--- config.mk ---
export PLATFORM = sky130hd
export DESIGN_NAME = spi_nor_write_sequencer
export DESIGN_NICKNAME = d
export VERILOG_FILES = /design/src/design/snws_pkg.sv /design/src/design/spi_nor_write_sequencer.sv /design/src/design/snws_fifo.sv /design/src/design/snws_front.sv /design/src/design/snws_back.sv
export SDC_FILE = /design/constraint.sdc
export NUM_CORES = 1
export LEC_CHECK = 0
export BUFFER_PORTS_ARGS = -buffer_cell sky130_fd_sc_hd__buf_4
export CORE_ASPECT_RATIO = 0.5
export CORE_UTILIZATION = 45
export CTS_BUF_LIST = sky130_fd_sc_hd__clkbuf_4 sky130_fd_sc_hd__clkbuf_8
export DETAILED_ROUTE_END_ITERATION = 10
export GPL_ROUTABILITY_DRIVEN = 0
export PLACE_DENSITY = 0.75
export RECOVER_POWER = 100
export REMOVE_ABC_BUFFERS = 1
export SKIP_CTS_REPAIR_TIMING = 1
export SYNTH_ARGS = -nofsm -noshare
export SYNTH_HDL_FRONTEND = slang
export SYNTH_SLANG_ARGS = --single-unit
export TNS_END_PERCENT = 1
--- constraint.sdc ---
create_clock -name clk -period 7.75 [get_ports clk]
set_clock_uncertainty 0.15 [all_clocks]
set_input_delay 1.1625 -clock clk [delete_from_list [all_inputs] [get_ports clk]]
set_output_delay 1.1625 -clock clk [all_outputs]
set_load 0.02 [all_outputs]
--- src/design/snws_pkg.sv ---
package snws_pkg;

	localparam int PAGE_BYTES_DEF   = 256;
	localparam int SECTOR_BYTES_DEF = 4096;
	localparam int ADDRESS_BITS_DEF = 24;
	localparam int ADDR_W           = 24;

	localparam logic [1:0] ACT_SELECT_SEND = 2'd0;
	localparam logic [1:0] ACT_SEND        = 2'd1;
	localparam logic [1:0] ACT_DESELECT    = 2'd2;
	localparam logic [1:0] ACT_WAIT        = 2'd3;

	localparam logic [1:0] REG_WRITE_ENABLE = 2'd0;
	localparam logic [1:0] REG_PAGE_PROGRAM = 2'd1;
	localparam logic [1:0] REG_SECTOR_ERASE = 2'd2;
	localparam logic [1:0] REG_STATUS_READ  = 2'd3;

	localparam logic [7:0] WRITE_ENABLE_RST = 8'd6;
	localparam logic [7:0] PAGE_PROGRAM_RST = 8'd2;
	localparam logic [7:0] SECTOR_ERASE_RST = 8'd32;
	localparam logic [7:0] STATUS_READ_RST  = 8'd5;

	typedef struct packed {
		logic              first_of_write;
		logic              last_of_write;
		logic [ADDR_W-1:0] start_address;
		logic [7:0]        data_byte;
	} item_t;

	typedef struct packed {
		logic [1:0] action;
		logic [7:0] spi_byte;
		logic       last_of_run;
	} res_t;

	typedef struct packed {
		logic [7:0] write_enable_opcode;
		logic [7:0] page_program_opcode;
		logic [7:0] sector_erase_opcode;
		logic [7:0] status_read_opcode;
	} cfg_t;

	// one classified byte: which command groups the back end must run
	typedef struct packed {
		logic              pre_close;
		logic              erase;
		logic              open_prog;
		logic              close_after;
		logic [ADDR_W-1:0] addr;
		logic [7:0]        data;
	} job_t;

endpackage

--- src/design/spi_nor_write_sequencer.sv ---
// Channel   Handshake             Payload     Beat when
// input     push / full           item_t      push && !full
// result    empty / pop           res_t       pop && !empty
// config    psel penable pwrite   32-bit APB  access phase, pready tied high
//
// The front end classifies one byte a cycle into a two-entry job queue until full.
// The back end emits one SPI action per cycle while a job waits and the result queue
// has room: only the data send inside an open frame, or close, erase, reopen, send, close.
// A two-entry result queue absorbs two beats while pop is low; once it is
// full the back end holds, and once the job queue is full too, full rises.
// Reset clears address, frame state, queues and restores the opcodes.
module spi_nor_write_sequencer import snws_pkg::*; #(
	parameter int PAGE_BYTES   = PAGE_BYTES_DEF,
	parameter int SECTOR_BYTES = SECTOR_BYTES_DEF,
	parameter int ADDRESS_BITS = ADDRESS_BITS_DEF
) (
	input  logic        clk,
	input  logic        arst_n,
	input  logic        push,
	output logic        full,
	input  item_t       item,
	output logic        empty,
	input  logic        pop,
	output res_t        result,
	input  logic        psel,
	input  logic        penable,
	input  logic        pwrite,
	input  logic [3:0]  paddr,
	input  logic [31:0] pwdata,
	output logic [31:0] prdata,
	output logic        pready
);

	cfg_t cfg_q;
	job_t job_in;
	job_t job_out;
	res_t res_in;
	logic job_empty;
	logic job_pop;
	logic res_full;
	logic res_push;
	logic accept;

	assign pready = 1'b1;
	assign accept = push && !full;

	always_ff @(posedge clk or negedge arst_n) begin
		if (!arst_n) begin
			cfg_q.write_enable_opcode <= WRITE_ENABLE_RST;
			cfg_q.page_program_opcode <= PAGE_PROGRAM_RST;
			cfg_q.sector_erase_opcode <= SECTOR_ERASE_RST;
			cfg_q.status_read_opcode  <= STATUS_READ_RST;
		end else if (psel && penable && pwrite && pready) begin
			unique case (paddr[3:2])
				REG_WRITE_ENABLE: cfg_q.write_enable_opcode <= pwdata[7:0];
				REG_PAGE_PROGRAM: cfg_q.page_program_opcode <= pwdata[7:0];
				REG_SECTOR_ERASE: cfg_q.sector_erase_opcode <= pwdata[7:0];
				REG_STATUS_READ:  cfg_q.status_read_opcode  <= pwdata[7:0];
				default:          cfg_q <= cfg_q;
			endcase
		end
	end

	always_comb begin
		unique case (paddr[3:2])
			REG_WRITE_ENABLE: prdata = {24'd0, cfg_q.write_enable_opcode};
			REG_PAGE_PROGRAM: prdata = {24'd0, cfg_q.page_program_opcode};
			REG_SECTOR_ERASE: prdata = {24'd0, cfg_q.sector_erase_opcode};
			REG_STATUS_READ:  prdata = {24'd0, cfg_q.status_read_opcode};
			default:          prdata = 32'd0;
		endcase
	end

	snws_front #(
		.PAGE_BYTES  (PAGE_BYTES),
		.SECTOR_BYTES(SECTOR_BYTES),
		.ADDRESS_BITS(ADDRESS_BITS)
	) u_front (
		.clk   (clk),
		.arst_n(arst_n),
		.accept(accept),
		.item  (item),
		.job   (job_in)
	);

	snws_fifo #(
		.WIDTH($bits(job_t))
	) u_job_q (
		.clk   (clk),
		.arst_n(arst_n),
		.push  (push),
		.full  (full),
		.din   (job_in),
		.pop   (job_pop),
		.empty (job_empty),
		.dout  (job_out)
	);

	snws_back u_back (
		.clk      (clk),
		.arst_n   (arst_n),
		.cfg      (cfg_q),
		.job      (job_out),
		.job_empty(job_empty),
		.job_pop  (job_pop),
		.res      (res_in),
		.res_full (res_full),
		.res_push (res_push)
	);

	snws_fifo #(
		.WIDTH($bits(res_t))
	) u_res_q (
		.clk   (clk),
		.arst_n(arst_n),
		.push  (res_push),
		.full  (res_full),
		.din   (res_in),
		.pop   (pop),
		.empty (empty),
		.dout  (result)
	);

`ifndef SYNTHESIS
	// deselect and wait carry no byte
	a_idle_byte: assert property (@(posedge clk) disable iff (!arst_n)
		!empty && (result.action == ACT_DESELECT || result.action == ACT_WAIT)
		|-> result.spi_byte == 8'd0)
		else $error("deselect or wait carries a nonzero byte");

	// every close is a deselect followed by a wait, so a deselect never ends a run
	a_desel_not_last: assert property (@(posedge clk) disable iff (!arst_n)
		!empty && result.action == ACT_DESELECT |-> !result.last_of_run)
		else $error("run ends on a deselect");

	// a run never ends on an opcode beat
	a_select_not_last: assert property (@(posedge clk) disable iff (!arst_n)
		!empty && result.action == ACT_SELECT_SEND |-> !result.last_of_run)
		else $error("run ends on a select and send");

	// the sequencer only emits into a result queue with room
	a_res_room: assert property (@(posedge clk) disable iff (!arst_n)
		res_push |-> !res_full)
		else $error("result pushed into a full queue");
`endif

endmodule

--- src/design/snws_fifo.sv ---
module snws_fifo import snws_pkg::*; #(
	parameter int WIDTH = 8
) (
	input  logic             clk,
	input  logic             arst_n,
	input  logic             push,
	output logic             full,
	input  logic [WIDTH-1:0] din,
	input  logic             pop,
	output logic             empty,
	output logic [WIDTH-1:0] dout
);

	localparam int DEPTH = 2;
	localparam int PW    = $clog2(DEPTH);

	logic [WIDTH-1:0] mem_q [DEPTH];
	logic [PW-1:0]    wr_ptr_q;
	logic [PW-1:0]    rd_ptr_q;
	logic [PW:0]      cnt_q;
	logic             do_push;
	logic             do_pop;

	assign full    = (cnt_q == (PW+1)'(DEPTH));
	assign empty   = (cnt_q == '0);
	assign do_push = push && !full;
	assign do_pop  = pop && !empty;
	assign dout    = mem_q[rd_ptr_q];

	always_ff @(posedge clk) begin
		if (do_push) begin
			mem_q[wr_ptr_q] <= din;
		end
	end

	always_ff @(posedge clk or negedge arst_n) begin
		if (!arst_n) begin
			wr_ptr_q <= '0;
			rd_ptr_q <= '0;
			cnt_q    <= '0;
		end else begin
			if (do_push) begin
				wr_ptr_q <= wr_ptr_q + 1'b1;
			end
			if (do_pop) begin
				rd_ptr_q <= rd_ptr_q + 1'b1;
			end
			unique case ({do_push, do_pop})
				2'b10:   cnt_q <= cnt_q + 1'b1;
				2'b01:   cnt_q <= cnt_q - 1'b1;
				default: cnt_q <= cnt_q;
			endcase
		end
	end

endmodule

--- src/design/snws_front.sv ---
module snws_front import snws_pkg::*; #(
	parameter int PAGE_BYTES   = PAGE_BYTES_DEF,
	parameter int SECTOR_BYTES = SECTOR_BYTES_DEF,
	parameter int ADDRESS_BITS = ADDRESS_BITS_DEF
) (
	input  logic  clk,
	input  logic  arst_n,
	input  logic  accept,
	input  item_t item,
	output job_t  job
);

	// page and sector sizes are powers of two
	localparam logic [ADDRESS_BITS-1:0] PAGE_MASK = ADDRESS_BITS'(PAGE_BYTES - 1);
	localparam logic [ADDRESS_BITS-1:0] SEC_MASK  = ADDRESS_BITS'(SECTOR_BYTES - 1);

	logic [ADDRESS_BITS-1:0] cur_addr_q;
	logic                    frame_open_q;
	logic [ADDRESS_BITS-1:0] addr;
	logic [ADDRESS_BITS-1:0] next_addr;
	logic                    erase;
	logic                    close_after;

	assign addr        = item.first_of_write ? item.start_address[ADDRESS_BITS-1:0] : cur_addr_q;
	assign erase       = ((addr & SEC_MASK) == '0);
	assign next_addr   = addr + 1'b1;
	assign close_after = item.last_of_write || ((next_addr & PAGE_MASK) == '0);

	always_comb begin
		job.pre_close   = frame_open_q && (item.first_of_write || erase);
		job.erase       = erase;
		job.open_prog   = erase || item.first_of_write || !frame_open_q;
		job.close_after = close_after;
		job.addr        = ADDR_W'(addr);
		job.data        = item.data_byte;
	end

	always_ff @(posedge clk or negedge arst_n) begin
		if (!arst_n) begin
			cur_addr_q   <= '0;
			frame_open_q <= 1'b0;
		end else if (accept) begin
			cur_addr_q   <= next_addr;
			frame_open_q <= !close_after;
		end
	end

endmodule

--- src/design/snws_back.sv ---
module snws_back import snws_pkg::*; (
	input  logic clk,
	input  logic arst_n,
	input  cfg_t cfg,
	input  job_t job,
	input  logic job_empty,
	output logic job_pop,
	output res_t res,
	input  logic res_full,
	output logic res_push
);

	localparam logic [2:0] SEG_PRE   = 3'd0;
	localparam logic [2:0] SEG_ERASE = 3'd1;
	localparam logic [2:0] SEG_OPEN  = 3'd2;
	localparam logic [2:0] SEG_DATA  = 3'd3;
	localparam logic [2:0] SEG_CLOSE = 3'd4;

	logic       active_q;
	logic [2:0] seg_q;
	logic [2:0] off_q;
	logic [2:0] start_seg;
	logic [2:0] cur_seg;
	logic [2:0] cur_off;
	logic [2:0] nxt_seg;
	logic       seg_end;
	logic       fin;
	logic       step;
	logic [1:0] act;
	logic [7:0] sbyte;

	always_comb begin
		priority if (job.pre_close) begin
			start_seg = SEG_PRE;
		end else if (job.erase) begin
			start_seg = SEG_ERASE;
		end else if (job.open_prog) begin
			start_seg = SEG_OPEN;
		end else begin
			start_seg = SEG_DATA;
		end
	end

	assign cur_seg = active_q ? seg_q : start_seg;
	assign cur_off = active_q ? off_q : 3'd0;

	always_comb begin
		act     = ACT_WAIT;
		sbyte   = 8'd0;
		seg_end = 1'b0;
		nxt_seg = SEG_DATA;
		fin     = 1'b0;
		unique case (cur_seg)
			SEG_PRE: begin
				act     = (cur_off == 3'd0) ? ACT_DESELECT : ACT_WAIT;
				seg_end = (cur_off == 3'd1);
				nxt_seg = job.erase ? SEG_ERASE : (job.open_prog ? SEG_OPEN : SEG_DATA);
			end
			SEG_ERASE: begin
				seg_end = (cur_off == 3'd7);
				nxt_seg = SEG_OPEN;
				unique case (cur_off)
					3'd0: begin act = ACT_SELECT_SEND; sbyte = cfg.write_enable_opcode; end
					3'd1: act = ACT_DESELECT;
					3'd2: begin act = ACT_SELECT_SEND; sbyte = cfg.sector_erase_opcode; end
					3'd3: begin act = ACT_SEND; sbyte = job.addr[23:16]; end
					3'd4: begin act = ACT_SEND; sbyte = job.addr[15:8]; end
					3'd5: begin act = ACT_SEND; sbyte = job.addr[7:0]; end
					3'd6: act = ACT_DESELECT;
					3'd7: act = ACT_WAIT;
					default: act = ACT_WAIT;
				endcase
			end
			SEG_OPEN: begin
				seg_end = (cur_off == 3'd5);
				nxt_seg = SEG_DATA;
				unique case (cur_off)
					3'd0: begin act = ACT_SELECT_SEND; sbyte = cfg.write_enable_opcode; end
					3'd1: act = ACT_DESELECT;
					3'd2: begin act = ACT_SELECT_SEND; sbyte = cfg.page_program_opcode; end
					3'd3: begin act = ACT_SEND; sbyte = job.addr[23:16]; end
					3'd4: begin act = ACT_SEND; sbyte = job.addr[15:8]; end
					3'd5: begin act = ACT_SEND; sbyte = job.addr[7:0]; end
					default: act = ACT_WAIT;
				endcase
			end
			SEG_DATA: begin
				act     = ACT_SEND;
				sbyte   = job.data;
				seg_end = 1'b1;
				nxt_seg = SEG_CLOSE;
				fin     = !job.close_after;
			end
			SEG_CLOSE: begin
				act     = (cur_off == 3'd0) ? ACT_DESELECT : ACT_WAIT;
				seg_end = (cur_off == 3'd1);
				fin     = (cur_off == 3'd1);
			end
			default: begin
				act = ACT_WAIT;
				fin = 1'b1;
			end
		endcase
	end

	assign step     = !job_empty && !res_full;
	assign res_push = step;
	assign job_pop  = step && fin;

	always_comb begin
		res.action      = act;
		res.spi_byte    = sbyte;
		res.last_of_run = fin;
	end

	always_ff @(posedge clk or negedge arst_n) begin
		if (!arst_n) begin
			active_q <= 1'b0;
			seg_q    <= SEG_PRE;
			off_q    <= 3'd0;
		end else if (step) begin
			priority if (fin) begin
				active_q <= 1'b0;
			end else if (seg_end) begin
				active_q <= 1'b1;
				seg_q    <= nxt_seg;
				off_q    <= 3'd0;
			end else begin
				active_q <= 1'b1;
				seg_q    <= cur_seg;
				off_q    <= cur_off + 3'd1;
			end
		end
	end

endmodule
After elaboration in Yosys (flattened, before gate mapping)

Memories as Yosys holds them, arrays and structs flattened.
Index checks and enable logic that the tools add are counted.

Bits in registers: 72
Bits in writable memories: 94
Bits of input ports: 77
Output and inout bits: 46
Logic and storage cells: 112
Memories: 2

Add/sub/neg operators: 10
Equality and inequality tests: 20
Multiplexer cells: 26
Bitwise operators: 1
Reductions and logical operators: 38

Memory list:

| name          | depth | width | read ports | clocked after memory_dff | wr ports | line            | source |
|---|---|---|---|---|---|---|---|
| u_job_q.mem_q | 2     | 36    | 1          | 0                        | 1        | snws_fifo.sv:17 | `logic [WIDTH-1:0] mem_q [DEPTH];` |
| u_res_q.mem_q | 2     | 11    | 1          | 0                        | 1        | snws_fifo.sv:17 |  |

Operators by type and width:

| kind                    | number |
|---|---|
| $pmux W32 S4            | 1 |
| $pmux W8 S5             | 2 |
| $logic_not A24 Y1       | 2 |
| $add A24 B1 Y24 const B | 1 |
| $mux W24                | 1 |
| $pmux W8 S3             | 1 |
| $mux W3                 | 6 |
| $pmux W2 S4             | 2 |
| $eq A3 B3 Y1 const B    | 5 |
| $eq A2 B2 Y1 const B    | 6 |
| $eq A3 B2 Y1 const B    | 4 |
| $reduce_and A2 Y1       | 5 |
| $logic_and A1 B1 Y1     | 9 |
| $pmux W3 S3             | 1 |
| $pmux W2 S2             | 2 |
| $logic_not A1 Y1        | 7 |
| $mux W1                 | 7 |
| $eq A2 B1 Y1 const B    | 3 |
| $eq A3 B1 Y1 const B    | 2 |
| $logic_not A2 Y1        | 3 |
| $logic_not A3 Y1        | 2 |
| $pmux W2 S3             | 1 |
| $reduce_or A2 Y1        | 3 |
| $reduce_or A3 Y1        | 2 |
| 9 further kinds         | 17 |

Depth between registers and ports, before layout

Gate-level depths: netlist of run 1.
An unclocked memory read counts as a cell.

Word-level depth: 12
Gate-level depth with buffers: 13
Gate-level depth less buffers: 11

By module

A second synthesis of run 1 with hierarchy kept.

Cell total of the unflattened synthesis: 693
Area, all modules: 8992.4 um^2

By module, submodules not included:

| module                  | instances | cells an instance | area each (um^2) | seq. area each (um^2) |
|---|---|---|---|---|
| snws_fifo at u_job_q    | 1         | 130               | 2944.1           | 2262.2 |
| snws_front              | 1         | 243               | 2210.9           | 625.6 |
| spi_nor_write_sequencer | 1         | 108               | 1639.1           | 808.3 |
| snws_back               | 1         | 160               | 1209.9           | 175.2 |
| snws_fifo at u_res_q    | 1         | 52                | 988.4            | 760.7 |

Worst setup path after synthesis of run 1

OpenSTA, ideal clock, no wires.

Path kind: in2reg
From: input port push
To: memory u_job_q.mem_q[0][0] (netlist bit), enable pin
Setup time: 0.429 ns
Arrival: 3.041 ns
Data required time: 7.171 ns
Slack: 4.130 ns
Stages: 3
Path buffers: 1
Cell sequence: o21ai_1 -> clkbuf_1 -> nor2_1

Longest elaborated chain between the ends: 3

Ends and longest elaborated chain:

| item                          | line                          | source |
|---|---|---|
| from (decl)                   | spi_nor_write_sequencer.sv:19 | `input logic push,` |
| $logic_and A1 B1 Y1           | snws_fifo.sv:26               | `assign do_push = push && !full;` |
| $mux W1                       | snws_fifo.sv:31               | `if (do_push) begin` |
| $mux W1 (not written as such) | snws_fifo.sv:32               | `mem_q[wr_ptr_q] <= din;` |
| to (decl)                     | snws_fifo.sv:17               |  |

Every way passes these cells.

Worst setup path after layout of run 1

From: input port push
To: memory u_job_q.mem_q[1][9] (netlist bit), enable pin

The elaborated chain is that of the path after synthesis.

==> summary.txt, run 1 <==
outcome = finished, violations left
failing checks = capacitance limit, slew limit
VDD IR max = 0.147 mV
FF+latch count, synth = 166
Antenna diodes = 0
slowest CP cell = nor2_1
Slew Limit Fails = 288
layout cells sized above 1 = 20.2%
Min-Delay Path Depth = 2
startpoint types = primary input
clock sinks = 166
wirelength, routed = 18.5 mm
die height = 98.6 um
Final #Nets = 837
# setup viols final = 0
synth top area cells = edfxtp_1 34%, dfrtp_1 20%, mux2_2 9.5%
CP delay by family, top = simple AND/OR/NAND/NOR gates
CP Capture Type = flip-flop
largest net degree at the start of global routing = 73
most frequent cells in the layout = 94 x edfxtp_1, 66 x dfrtp_1, 63 x nand2_1, 58 x mux2_2, 42 x o21ai_0
synthesis-to-finish area growth = 10.2%
P_int = 2.14 mW
Die X = 195 um
Max Freq = 204 MHz
Leakage = 3.66 nW
ANT nets after route = 0
CTS H-Tree Depth = 4
Least-Margin Pin Slew = 4.12 ns
Layout fillers = 1495
DRC = 0
CP Data Required Time = 7.61 ns
DR vias = 5590
Sw Pwr = 1.33 mW
TritonRoute pass-1 iters = 6
MaxCap Viol Count = 6
Sw Ratio = 38.3%
commonest non-fill, non-tap cell in the layout = edfxtp_1
Initial Utilization = 47.1%
vias per cell = 5.61
R2R cell count = 3
Seq pwr share = 43.7%
clock-pin slew on the worst setup and hold paths = 0.09 ns
Clock Latency Late Sink = 0.46 ns
root buf cell = clkbuf_8
initial antenna violation count = 0
Post-synth EDFFs = 94
Period minus WS final = 4.91 ns
CP cell instances = clkbuf_4 -> o21ai_0 -> clkbuf_1 -> nor2_1
clock power share = 17.8%
leading area contributor after synthesis = edfxtp_1
Core Rows = 34
Setup CP Type = in2reg
global-route usage over all layers = 19.8%
GRT overflow = 0
setup_tns = 0 ns
RSZ-0062 raised after global routing = no
Num CTS Buffers = 17
top cell type's share of synthesized area = 33.6%
CP Max Fanout = 51
Worst Path Buf+Inv = 2
Post-Syn Instances = 693
sequential area share after synthesis = 55.2%
Synth Flop Type = edfxtp_1
Max stage delay on crit path = 2.58 ns
Synth cell types = 64
Comb power frac = 38.5%
Crit. path cell count = 4
Async SR Flop Fraction = 43.4%
Pwr Total = 3.47 mW
core region area = 0.0178 mm2
Iter 0 DRT Violations = 444
PwrDens = 375 mW/mm2
Tcrit/Tclk final = 63.4%
dpl hpwl = 12.9 mm
Clock Tree Buf Depth = 2
Crit path arrival time = 4.77 ns
global-route wire length before repair = 29.4 mm
Syn Area/Cell = 12.1 um2
slew margin rel. = -174%
synthesized cell area = 0.00840 mm2
CTS tree = yes
PortBufs = 71
die area = 0.0192 mm2
vias in the first global route = 5423
Hold WC Path Type = reg2reg
Fin. Hold Viols = 0
io pins = 123
yosys warns = 0
post-DR wirelength/cell = 18.6 um
==> synth_stat cells (5+ instances only) <==
cell type,n
a21oi_1,25
buf_4,28
inv_1,26
nand2_1,63
or3_1,6
nor2b_1,7
dfstp_2,6
dfrtp_1,66
o21ai_0,40
mux2i_1,29
a22o_1,5
and2_1,6
nor2_1,25
xnor2_1,23
nand3_1,16
edfxtp_1,94
mux2_2,71
nand2b_1,5
xor2_1,7
ha_1,11
mux4_2,8
nand3b_1,6
a221oi_1,6
nor3_1,9
a222oi_1,5
clkbuf_1,20
nand4_1,6
buf_2,8
==> metrics by stage <==
stage	area [um2]	setup slack (ns)	util, %	hold slack (ns)	instances
5_1_grt	9250	2.27	51.9	0.365	996
4_1_cts	9390	4.30	52.7	0.347	996
6_report	9250	2.84	51.9	0.339	996
3_3_place_gp	9000	4.00	50.5	0.311	964
3_5_place_dp	9000	3.93	50.5	0.326	964
2_1_floorplan	8130	3.54	-	0.296	656
==> worst reg2reg max path, delay by kind of cell, from the launching register on <==
family | cells | cell delay, ns
simple gates | 1 | 1.61
flops | 1 | 0.46
compound gates | 1 | 0.19
buf+inv | 1 | 1.53
==> power by group through the flow <==
stage               registers [mW]  logic (mW)  clock network [mW]
floorplan                     1.49       0.952                   0
global placement              1.51        1.35                   0
detailed placement            1.53        1.38                   0
CTS                           1.51        1.39               0.624
global route                  1.55        1.46               0.653
finish                        1.52        1.34               0.616
==> sequential cells by signal (all words and copies together) (netlist names), 2 cells and up <==
register and flops:
u_front.cur_addr_q 24, cfg_q 32, u_res_q.mem_q 22, u_job_q.cnt_q 2, u_res_q.cnt_q 2, u_job_q.mem_q 72
u_back.seg_q 3, u_back.off_q 3
==> kinds of logic after synthesis <==
| logic type | share of synthesized area, % |
|---|---|
| xor+xnor | 3.13 |
| mux | 15.1 |
| compound gates | 9.24 |
| fa+ha+maj | 1.64 |
| buf+inv | 5.44 |
| simple gates | 10.2 |
| flops | 55.2 |
| other cells | 0.0895 |
==> cell type report <==
class / instances / area (um2) / share of cell area (%)
clock inverter: 15 / 153 / 1.65
multi-input combinational: 463 / 3380 / 36.6
timing repair buffer: 74 / 454 / 4.91
inverter: 27 / 101 / 1.10
sequential: 166 / 4630 / 50.1
clock buffer: 17 / 234 / 2.53
tap: 234 / 293 / 3.17
==> per-layer routing <==
metal / vias to the layer above / share of wire (%) / GRT usage, %
met5: - / 0 / 0
met4: 0 / 1.6 / 7.09
met3: 27 / 6.1 / 4.24
met2: 196 / 45 / 30.4
met1: 2759 / 47 / 28.1
li1: 2608 / - / -
==> path summary, 6_finish.rpt <==
path                                              from                     end  slack, ns
worst min-delay path            u_front.cur_addr_q[17]  u_front.cur_addr_q[17]       0.34
min in group asynchronous                       arst_n  u_front.cur_addr_q[20]       1.99
worst min register to register  u_front.cur_addr_q[17]  u_front.cur_addr_q[17]       0.34
max in group asynchronous                       arst_n         u_back.seg_q[0]       3.14
worst max register to register        u_job_q.cnt_q[0]     u_job_q.mem_q[1][9]       3.12
worst max-delay path                              push     u_job_q.mem_q[1][9]       2.84
(Power assumes the default switching activity.)
==> run 2: changes to the inputs <==
==> constraint.sdc (replaced) <==
create_clock -name clk -period 5 [get_ports clk]
set_clock_uncertainty 0.15 [all_clocks]
set_input_delay 0.75 -clock clk [delete_from_list [all_inputs] [get_ports clk]]
set_output_delay 0.75 -clock clk [all_outputs]
set_load 0.02 [all_outputs]
==> run 2 against run 1 <==
The run still ends with capacitance limit, slew limit left. Highest routed layer unchanged. Setup slack got worse by 1.4 ns. Final cell count did not move. Critical endpoint is now u_job_q.mem_q[1][31]. Worst hold slack worse by 0.0053 ns. Sequential power rose by 55%. Routed wire length decreased by 2.9%. Global-route usage decreased by 0.23 points. Cell area grew 0.38%. Register-to-register slack worse by 1.7 ns. Largest cell class unchanged. Via count down 0.81%.
==> summary.txt, run 2 (synthesis gave the netlist of run 1 again) <==
wirelength, routed = 18.0 mm (-2.9%)
CTS H-Tree Depth = 4 (unchanged)
TritonRoute pass-1 iters = 5 (-1)
root buf cell = clkbuf_8
Leakage = 3.69 nW (+0.86%)
GRT overflow = 0 (unchanged)
synthesis-to-finish area growth = 10.6%
Final #Nets = 837 (unchanged)
failing checks = capacitance limit, slew limit
core region area = 0.0178 mm2 (unchanged)
Clock Latency Late Sink = 0.46 ns (about the same)
setup_tns = 0 ns (unchanged)
ANT nets after route = 0 (unchanged)
largest net degree at the start of global routing = 73 (unchanged)
startpoint types = flip-flop
Highest Signal Layer = met4
Die X = 195 um (unchanged)
io pins = 123 (unchanged)
vias per cell = 5.57 (-0.81%)
metal3 WL = 1.09 mm (-3.5%)
CP Data Required Time = 4.85 ns (-2.76 ns)
slew margin rel. = -99.1% (+75 points)
biggest regs = u_job_q.mem_q x72, cfg_q x32, u_front.cur_addr_q x24
global-route usage over all layers = 19.6% (-0.23 points)
CP cell instances = o21ai_0 -> nor2_1
most frequent cells in the layout = 94 x edfxtp_1, 66 x dfrtp_1, 63 x nand2_1, 60 x mux2_2, 43 x buf_4
PortBufs = 71 (unchanged)
RSZ-0062 raised after global routing = no
most flop-heavy register = u_job_q.mem_q
Initial Utilization = 47.1% (unchanged)
Tcrit/Tclk final = 72.0%
Fin. Hold Viols = 0 (unchanged)
Core Rows = 34 (unchanged)
Clock Tree Buf Depth = 2 (unchanged)
VDD IR max = 0.283 mV (+92%)
DRC = 0 (unchanged)
clock-pin slew on the worst setup and hold paths = 0.09 ns (about the same)
post-DR wirelength/cell = 18.0 um (-2.9%)
global-route wire length before repair = 29.0 mm (-1.5%)
Max stage delay on crit path = 2.25 ns (-0.33 ns)
Iter 0 DRT Violations = 507 (+14%)
clock sinks = 166 (unchanged)
PwrDens = 581 mW/mm2 (+55%)
Hold Slack = 0.334 ns (-0.00534 ns)
Crit path arrival time = 3.45 ns (-1.32 ns)
initial antenna violation count = 0 (unchanged)
CP Capture Type = flip-flop
die area = 0.0192 mm2 (unchanged)
Hold WC Path Type = reg2reg
max reg flops = 72 (unchanged)
Slew Limit Fails = 197 (-32%)
MaxCap Viol Count = 4 (-2)
die height = 98.6 um (unchanged)
Num CTS Buffers = 17 (unchanged)
met2 routed WL = 7.88 mm (-5.9%)
vias in the first global route = 5432 (+0.17%)
Period minus WS final = 3.60 ns
# setup viols final = 0 (unchanged)
CP Max Fanout = 36 (-29%)
layout cells sized above 1 = 20.9% (+0.66 points)
DR vias = 5545 (-0.81%)
slowest CP cell = nor2_1
dpl hpwl = 12.7 mm (-1.4%)
outcome = finished, violations left
Antenna diodes = 0 (unchanged)
M1 wire length = 8.63 mm (-0.72%)
Max Freq = 278 MHz
Least-Margin Pin Slew = 2.98 ns (-1.14 ns)
CTS tree = yes
commonest non-fill, non-tap cell in the layout = edfxtp_1
Setup CP Type = reg2reg
-- run 2: cell count changes in the layout (fill, tap and decap cells not counted), sizes merged --
cell and delta:
clkbuf -1, buf +4, clkinvlp -2, bufinv +1, inv -2
-- run 2: worst paths after layout --
check | startpoint | endpoint | slack [ns] | cells after the start
setup / recovery | u_job_q.cnt_q[0] | u_job_q.mem_q[1][31] | 1.40 | 2
hold / removal | u_front.cur_addr_q[17] | u_front.cur_addr_q[17] | 0.33 | 2
setup reg to reg | u_job_q.cnt_q[0] | u_job_q.mem_q[1][31] | 1.40 | 2
hold reg to reg | u_front.cur_addr_q[17] | u_front.cur_addr_q[17] | 0.33 | 2
max in group asynchronous | arst_n | cfg_q[4] | 2.91 | 1
min in group asynchronous | arst_n | u_front.cur_addr_q[20] | 0.66 | 1
-- run 2: report_power, final --
group	switching, mW	internal, mW	total [mW]
clock	0.488	0.519	1.01
sequential	0.289	2.07	2.36
combinational	1.25	0.784	2.03
total	2.02	3.37	5.40
-- run 2: cell type report --
class                           instances  area, um2
Fill cell                            1495       8540
Sequential cell                       166       4630
Tap cell                              234        293
Inverter                               27        101
Clock inverter                         12        153
Multi-Input combinational cell        463       3380
Clock buffer                           20        263
Timing Repair Buffer                   74        459
-- run 2: metal layers --
metal / vias up / GRT usage, %
li1: 2610 / -
met1: 2726 / 28.3
met2: 179 / 29.3
met3: 30 / 4.76
met4: 0 / 6.06
met5: - / 0
-- run 2: per-stage QoR --
stage	instances	setup slack, ns	utilization, %	total power, mW	cell area [um2]
after floorplan	656	1.14	-	3.79	8130
after global placement	964	1.68	50.5	4.42	9000
after detailed placement	964	1.64	50.5	4.50	9000
after CTS	996	1.75	52.8	5.51	9420
after global routing	996	1.05	52.1	5.74	9290
final	996	1.40	52.1	5.40	9290
-- run 2: worst max-delay path: cells and delay by family (launching register included) --
family           cells  cell delay, ns
flip-flops           1            0.45
AND/OR/NAND/NOR      1            2.25
AO/OA/AOI/OAI        1            0.28
